**src/rtl/sat_pkg.sv**
```systemverilog
// shared types and constants for the section address translator
// used by sat_cell and section_address_translator; no dependencies
`default_nettype none

package sat_pkg;

    // number of region cells in the chain
    localparam int REGION_SLOTS = 64;

    // fixed field widths
    localparam int ADDR_W = 64;
    localparam int SLOT_W = 6;
    localparam int IDX_W  = (REGION_SLOTS > 1) ? $clog2(REGION_SLOTS) : 1;
    // width used to compare a load slot against a cell index
    localparam int CMP_W  = (IDX_W > SLOT_W) ? IDX_W : SLOT_W;

    // stream widths
    localparam int IN_DATA_W  = 328;
    localparam int OUT_DATA_W = 72;

    // item kinds carried in tuser
    localparam logic OP_LOAD  = 1'b0;
    localparam logic OP_XLATE = 1'b1;

    // result codes
    typedef enum logic [1:0] {
        ST_LOADED   = 2'd0,
        ST_HIT      = 2'd1,
        ST_MISS     = 2'd2,
        ST_UNBACKED = 2'd3
    } status_t;

    // one item as it moves down the cell chain
    typedef struct packed {
        logic              opcode;
        logic [SLOT_W-1:0] slot;
        logic [ADDR_W-1:0] region_base;
        logic [ADDR_W-1:0] region_size;
        logic [ADDR_W-1:0] backed_size;
        logic [ADDR_W-1:0] target_offset;
        logic [ADDR_W-1:0] query_address;
        logic              found;
        logic              unbacked;
        logic [SLOT_W-1:0] hit_slot;
        logic [ADDR_W-1:0] hit_delta;
        logic [ADDR_W-1:0] hit_offset;
    } beat_t;

endpackage

`default_nettype wire

```
**src/rtl/sat_cell.sv**
```systemverilog
// one region cell: holds a single slot and checks passing queries in two stages
// depends on sat_pkg
`default_nettype none

module sat_cell (
    input  wire logic                     clk,
    input  wire logic                     rst_n,
    input  wire logic                     advance,
    input  wire logic [sat_pkg::CMP_W-1:0] cell_index,
    input  wire logic                     in_valid,
    input  wire sat_pkg::beat_t           in_item,
    output logic                          out_valid,
    output sat_pkg::beat_t                out_item
);

    // region held by this cell
    logic [sat_pkg::ADDR_W-1:0] base_reg;
    logic [sat_pkg::ADDR_W-1:0] size_reg;
    logic [sat_pkg::ADDR_W-1:0] backed_reg;
    logic [sat_pkg::ADDR_W-1:0] offset_reg;

    // middle stage
    logic                       mid_valid_reg;
    sat_pkg::beat_t             mid_item_reg;
    logic                       mid_cand_reg;
    logic [sat_pkg::ADDR_W-1:0] mid_delta_reg;
    logic                       mid_cand_next;
    logic [sat_pkg::ADDR_W-1:0] mid_delta_next;

    // last stage
    logic                       out_valid_reg;
    sat_pkg::beat_t             out_item_reg;
    sat_pkg::beat_t             out_item_next;

    logic                       load_hit;
    logic                       borrow;
    logic                       in_range;

    // load beat aimed at this cell
    assign load_hit = in_valid && (in_item.opcode == sat_pkg::OP_LOAD)
                      && ({{(sat_pkg::CMP_W-sat_pkg::SLOT_W){1'b0}}, in_item.slot}
                          == cell_index);

    // first stage: distance from base, address must not lie below it
    always_comb
    begin
        {borrow, mid_delta_next} = {1'b0, in_item.query_address} - {1'b0, base_reg};
        mid_cand_next = in_valid && (in_item.opcode == sat_pkg::OP_XLATE)
                        && !in_item.found && (base_reg != '0) && !borrow;
    end

    // second stage: distance within mapped size
    assign in_range = mid_cand_reg && (mid_delta_reg < size_reg);

    always_comb
    begin
        out_item_next = mid_item_reg;
        if (in_range)
        begin
            out_item_next.found      = 1'b1;
            out_item_next.unbacked   = !(mid_delta_reg < backed_reg);
            out_item_next.hit_slot   = cell_index[sat_pkg::SLOT_W-1:0];
            out_item_next.hit_delta  = mid_delta_reg;
            out_item_next.hit_offset = offset_reg;
        end
    end

    // base starts at zero so the slot reads as unmapped
    always_ff @(posedge clk or negedge rst_n)
    begin
        if (!rst_n)
        begin
            base_reg <= '0;
        end
        else if (advance && load_hit)
        begin
            base_reg <= in_item.region_base;
        end
    end

    // remaining region fields, only read once base is nonzero
    always_ff @(posedge clk)
    begin
        if (advance && load_hit)
        begin
            size_reg   <= in_item.region_size;
            backed_reg <= in_item.backed_size;
            offset_reg <= in_item.target_offset;
        end
    end

    // stage valids
    always_ff @(posedge clk or negedge rst_n)
    begin
        if (!rst_n)
        begin
            mid_valid_reg <= 1'b0;
            out_valid_reg <= 1'b0;
        end
        else if (advance)
        begin
            mid_valid_reg <= in_valid;
            out_valid_reg <= mid_valid_reg;
        end
    end

    // stage payloads
    always_ff @(posedge clk)
    begin
        if (advance)
        begin
            mid_item_reg  <= in_item;
            mid_cand_reg  <= mid_cand_next;
            mid_delta_reg <= mid_delta_next;
            out_item_reg  <= out_item_next;
        end
    end

    assign out_valid = out_valid_reg;
    assign out_item  = out_item_reg;

endmodule

`default_nettype wire

```
**config.mk**
```make
export PLATFORM = sky130hd
export DESIGN_NAME = sat_cell
export DESIGN_NICKNAME = d
export VERILOG_FILES = /design/src/rtl/sat_pkg.sv /design/src/rtl/sat_cell.sv
export SDC_FILE = /design/constraint.sdc
export NUM_CORES = 1
export LEC_CHECK = 0
export BUFFER_PORTS_ARGS = -buffer_cell sky130_fd_sc_hd__buf_2
export CAP_MARGIN = 15
export CELL_PAD_IN_SITES_DETAIL_PLACEMENT = 2
export CELL_PAD_IN_SITES_GLOBAL_PLACEMENT = 2
export CORE_AREA = 2 2 363 365
export DETAILED_ROUTE_END_ITERATION = 6
export DIE_AREA = 0 0 365 367
export PLACE_DENSITY = 0.75
export SLEW_MARGIN = 20
export SYNTH_ARGS = -nofsm -noshare
export SYNTH_HDL_FRONTEND = slang
export SYNTH_SLANG_ARGS = --single-unit
```
**constraint.sdc**
```tcl
create_clock -name clk -period 5.2 [get_ports clk]
set_clock_uncertainty 0.2 [all_clocks]
set_input_delay 1.04 -clock clk [delete_from_list [all_inputs] [get_ports clk]]
set_output_delay 1.04 -clock clk [all_outputs]
set_load 0.02 [all_outputs]
```
==> impl_metrics.xml <==
<?xml version="1.0" encoding="UTF-8"?>
<metrics>
  <group name="outcome">
    <metric name="run_status" unit="">completed</metric>
  </group>
  <group name="floorplan">
    <metric name="floorplan.core_area" unit="sq um">130500</metric>
    <metric name="die-area" unit="sq um">134000</metric>
    <metric name="num_rows" unit="">133</metric>
    <metric name="die_h" unit="um">367</metric>
    <metric name="ios" unit="">937</metric>
    <metric name="die_width" unit="um">365</metric>
    <metric name="effective_utilization_at_floorplan" unit="%">35.74</metric>
  </group>
  <group name="final_layout">
    <metric name="fin_util" unit="%">44.65</metric>
    <metric name="drive_gt1_share" unit="%">34.45</metric>
    <metric name="nNetsFinal" unit="">4330</metric>
    <metric name="multiInputGateArea" unit="sq um">8526</metric>
    <metric name="n_fill_cell" unit="">12700</metric>
    <metric name="ff_latch_area" unit="sq um">37180</metric>
    <metric name="area_delta_synth_final" unit="%">24.94</metric>
  </group>
  <group name="min_path">
    <metric name="holdCritStartpoint" unit="">mid_item_reg[419]</metric>
    <metric name="hold_path.class" unit="">flip-flop to flip-flop</metric>
    <metric name="hold_depth" unit="">0</metric>
  </group>
  <group name="logic_synthesis">
    <metric name="netlist.top_cell.by_area" unit="">edfxtp_1</metric>
    <metric name="mappedNetlistArea" unit="sq um">46620</metric>
    <metric name="synth-seq-area-share" unit="%">79.74</metric>
    <metric name="ys_async_sr_fraction" unit="%">5.284</metric>
    <metric name="netlist.area_leader.share" unit="%">76.20</metric>
    <metric name="synth_cells" unit="">2612</metric>
    <metric name="number_of_library_cell_types_mapped_by_synthesis" unit="">61</metric>
    <metric name="yosysWarningCount" unit="">0</metric>
    <metric name="number_of_flops_mapped_to_enable_cells_by_yosys" unit="">1183</metric>
    <metric name="syn-num-nets" unit="">3276</metric>
    <metric name="synth_top_cells_by_area" unit="">edfxtp_1 76%, ha_1 5.1%, dfrtp_1 3.5%</metric>
    <metric name="synth_ff_type" unit="">edfxtp_1</metric>
    <metric name="avgSynthCellArea" unit="sq um">17.85</metric>
    <metric name="ys_ff_latch" unit="">1249</metric>
  </group>
  <group name="global_routing">
    <metric name="track_usage" unit="%">25.06</metric>
    <metric name="grt_first_pass_wirelength" unit="um">236400</metric>
    <metric name="globalRoute.totalOverflow" unit="">0</metric>
    <metric name="number_of_antenna_violations_at_the_first_check_in_global_routing" unit="">42</metric>
    <metric name="first_global_vias" unit="">31400</metric>
    <metric name="pin_count_of_the_biggest_net_entering_global_routing" unit="">183</metric>
  </group>
  <group name="critical_path">
    <metric name="cp.buffers_inverters" unit="">2</metric>
    <metric name="slowest_delay" unit="ns">0.73</metric>
    <metric name="crit_path_max_fanout" unit="">42</metric>
    <metric name="cp.required" unit="ns">5.50</metric>
    <metric name="critical_path_cell_count" unit="">13</metric>
    <metric name="reg2regPathDepth" unit="">13</metric>
    <metric name="start_kind" unit="">flip-flop</metric>
    <metric name="critPathLaunch" unit="">mid_delta_reg[21]</metric>
    <metric name="crit_family" unit="">simple AND/OR/NAND/NOR gates</metric>
    <metric name="worst_r2r_startpoint" unit="">mid_delta_reg[21]</metric>
    <metric name="worst-setup-path-type" unit="">flip-flop to flip-flop</metric>
    <metric name="critical-path-slowest-cell" unit="">or4b_4</metric>
    <metric name="crit_arrival" unit="ns">4.99</metric>
    <metric name="cells_traversed_along_the_worst_timing_path" unit="">ha_1 -&gt; a21o_1 -&gt; a21o_1 -&gt; a21oi_1 -&gt; o22ai_1 -&gt; nor4_1 -&gt; buf_4 -&gt; nor3_1 -&gt; nor3_1 -&gt; a31oi_1 -&gt; or4b_4 -&gt; buf_12 -&gt; mux2_2</metric>
    <metric name="worstSetupEndpointType" unit="">flip-flop</metric>
  </group>
  <group name="sta">
    <metric name="final-max-slew-violation-count" unit="">0</metric>
    <metric name="slew-limit-headroom" unit="%">30.12</metric>
    <metric name="timing.final.setup_violations" unit="">0</metric>
    <metric name="clock.fmax" unit="MHz">213.4</metric>
    <metric name="setup_tns" unit="ns">0</metric>
    <metric name="rsz0062_at_grt" unit="">false</metric>
    <metric name="hold_viol_final" unit="">0</metric>
    <metric name="finalWorstPathRequiredPeriod" unit="ns">4.686</metric>
    <metric name="min_period_over_period" unit="%">90.12</metric>
    <metric name="tightest_slew" unit="ns">1.048</metric>
  </group>
  <group name="detailed_routing">
    <metric name="wl_per_cell" unit="um">30.66</metric>
    <metric name="post-route-drc-count" unit="">0</metric>
    <metric name="detailroute.via_count" unit="">28000</metric>
    <metric name="antenna_left" unit="">0</metric>
    <metric name="number_of_vias_per_cell_after_detailed_routing" unit="">5.046</metric>
    <metric name="detail_route.iter0.violations" unit="">1911</metric>
    <metric name="dr.pass1.iters" unit="">5</metric>
    <metric name="routed_wirelength" unit="um">170100</metric>
  </group>
  <group name="placement">
    <metric name="place_congestion" unit="">0.8427</metric>
    <metric name="port-buffer-count" unit="">936</metric>
    <metric name="detailedPlacementHpwl" unit="um">128700</metric>
  </group>
  <group name="clocking">
    <metric name="ctsHtreeMaxLevel" unit="">4</metric>
    <metric name="cts_root_buffer" unit="">clkbuf_16</metric>
    <metric name="total_cts_buffers" unit="">139</metric>
    <metric name="clock_sinks" unit="">1249</metric>
    <metric name="clock_path_buffers" unit="">3</metric>
    <metric name="cts_tree" unit="">done</metric>
    <metric name="postCtsSetupRepairBufs" unit="">0</metric>
    <metric name="cts_hold_repair_buffers" unit="">0</metric>
    <metric name="clk_pin_slew_worst_paths" unit="ns">0.06</metric>
    <metric name="clock_latency" unit="ns">0.78</metric>
    <metric name="cts_resized" unit="">0</metric>
  </group>
  <group name="power">
    <metric name="leakage" unit="nW">23.18</metric>
    <metric name="power-per-cell-area" unit="nW/um^2">431.4</metric>
    <metric name="vdd.ir_drop.worst" unit="uV">300.7</metric>
  </group>
  <group name="job">
    <metric name="cap_viol_max_count" unit="">0</metric>
  </group>
</metrics>
==> layout by cell type, fill, tap and decap left out, types with 5 or more instances in the layout <==
cell,count
nor2b_1,15
a31oi_1,13
a221oi_1,5
diode_2,16
bufinv_16,10
clkbuf_1,46
ha_1,190
nor3_1,19
or3_1,8
clkinv_2,11
inv_1,210
edfxtp_1,1183
nor2_1,48
nand2b_1,7
o21bai_1,18
a21o_1,49
o21a_1,13
buf_12,14
clkbuf_16,143
o21ai_0,121
mux2_2,138
buf_4,12
dfrtp_1,66
o211ai_1,9
a211oi_1,5
nand3_1,18
xor2_1,18
xnor2_1,43
buf_2,934
nand2_1,126
a21oi_1,109
a21boi_0,7
nand4_1,43
nor4_1,25
clkinv_1,24
==> metal layers <==
metal	up-vias	GRT usage (%)	routed length [um]	part of all wire (%)
met2	957	46.19	91650	54
li1	12110	-	-	-
met4	26	8.602	5483	3.2
met3	296	5.954	10030	5.9
met5	-	0	161	0.095
met1	14610	27.99	62750	37
==> worst paths after layout <==
kind / end / slack (ns)
worst min-delay path: out_item[419] / 0.20
max in group asynchronous: base_reg[41] / 3.85
min in group asynchronous: base_reg[1] / 0.26
worst max register to register: out_item[68] / 0.51
worst min register to register: out_item[419] / 0.20
worst max-delay path: out_item[68] / 0.51
==> metrics by stage <==
stage / power (mW) / hold slack [ns] / cell area, sq um / worst slack, ns / std cells
floorplan: 13.82 / 0.2003 / 46670 / -1.349 / 2612
global placement: 15.19 / 0.2005 / 53750 / 0.1606 / 5280
detailed placement: 15.52 / 0.2051 / 53750 / 0.09537 / 5280
CTS: 25.41 / 0.1891 / 58210 / 0.4768 / 5532
global route: 25.96 / 0.2066 / 58240 / 0.3444 / 5543
finish: 25.13 / 0.2037 / 58250 / 0.5136 / 5548
==> layout make-up <==
| cell class | instances | share of cell area (%) |
|---|---|---|
| Timing Repair Buffer | 961 | 8.686 |
| Tap cell | 1755 | 3.770 |
| Inverter | 210 | 1.353 |
| Clock buffer | 193 | 6.534 |
| Sequential cell | 1249 | 63.82 |
| Antenna cell | 16 | 0.06874 |
| Multi-Input combinational cell | 1105 | 14.64 |
| Clock inverter | 59 | 1.130 |
==> cell families (layout without fill, tap and decap cells) <==
kind of cell | after synthesis | count (layout) | synth area share [%]
multiplexers | 139 | 139 | 3.355
flip-flops | 1249 | 1249 | 79.74
XOR/XNOR | 65 | 65 | 1.221
AND/OR/NAND/NOR | 330 | 330 | 3.481
adder cells (fa/ha/maj) | 191 | 191 | 5.142
AO/OA/AOI/OAI | 380 | 380 | 4.970
buffers and inverters | 258 | 1423 | 2.093
other | 0 | 16 | 0
==> synthesized netlist by cell type, drive strengths merged (7+ instances only) <==
library cell	count
xnor2	47
clkbuf	40
edfxtp	1183
nor2b	15
o211ai	9
xor2	18
a21o	49
mux2	138
buf	8
nand2	128
nand2b	7
ha	190
a31oi	13
a21boi	7
nand3	19
a21oi	109
nor2	48
dfrtp	66
nor4	25
o21a	13
nand4	43
o21bai	18
nor3	21
o21ai	123
or3	8
inv	210
==> power breakdown <==
group          internal (mW)  switching (mW)  leakage [nW]
sequential              11.9           0.446          12.0
clock                   5.65            4.15          2.15
combinational           1.01            1.96          8.98
Power figures use the tool's default switching activity.
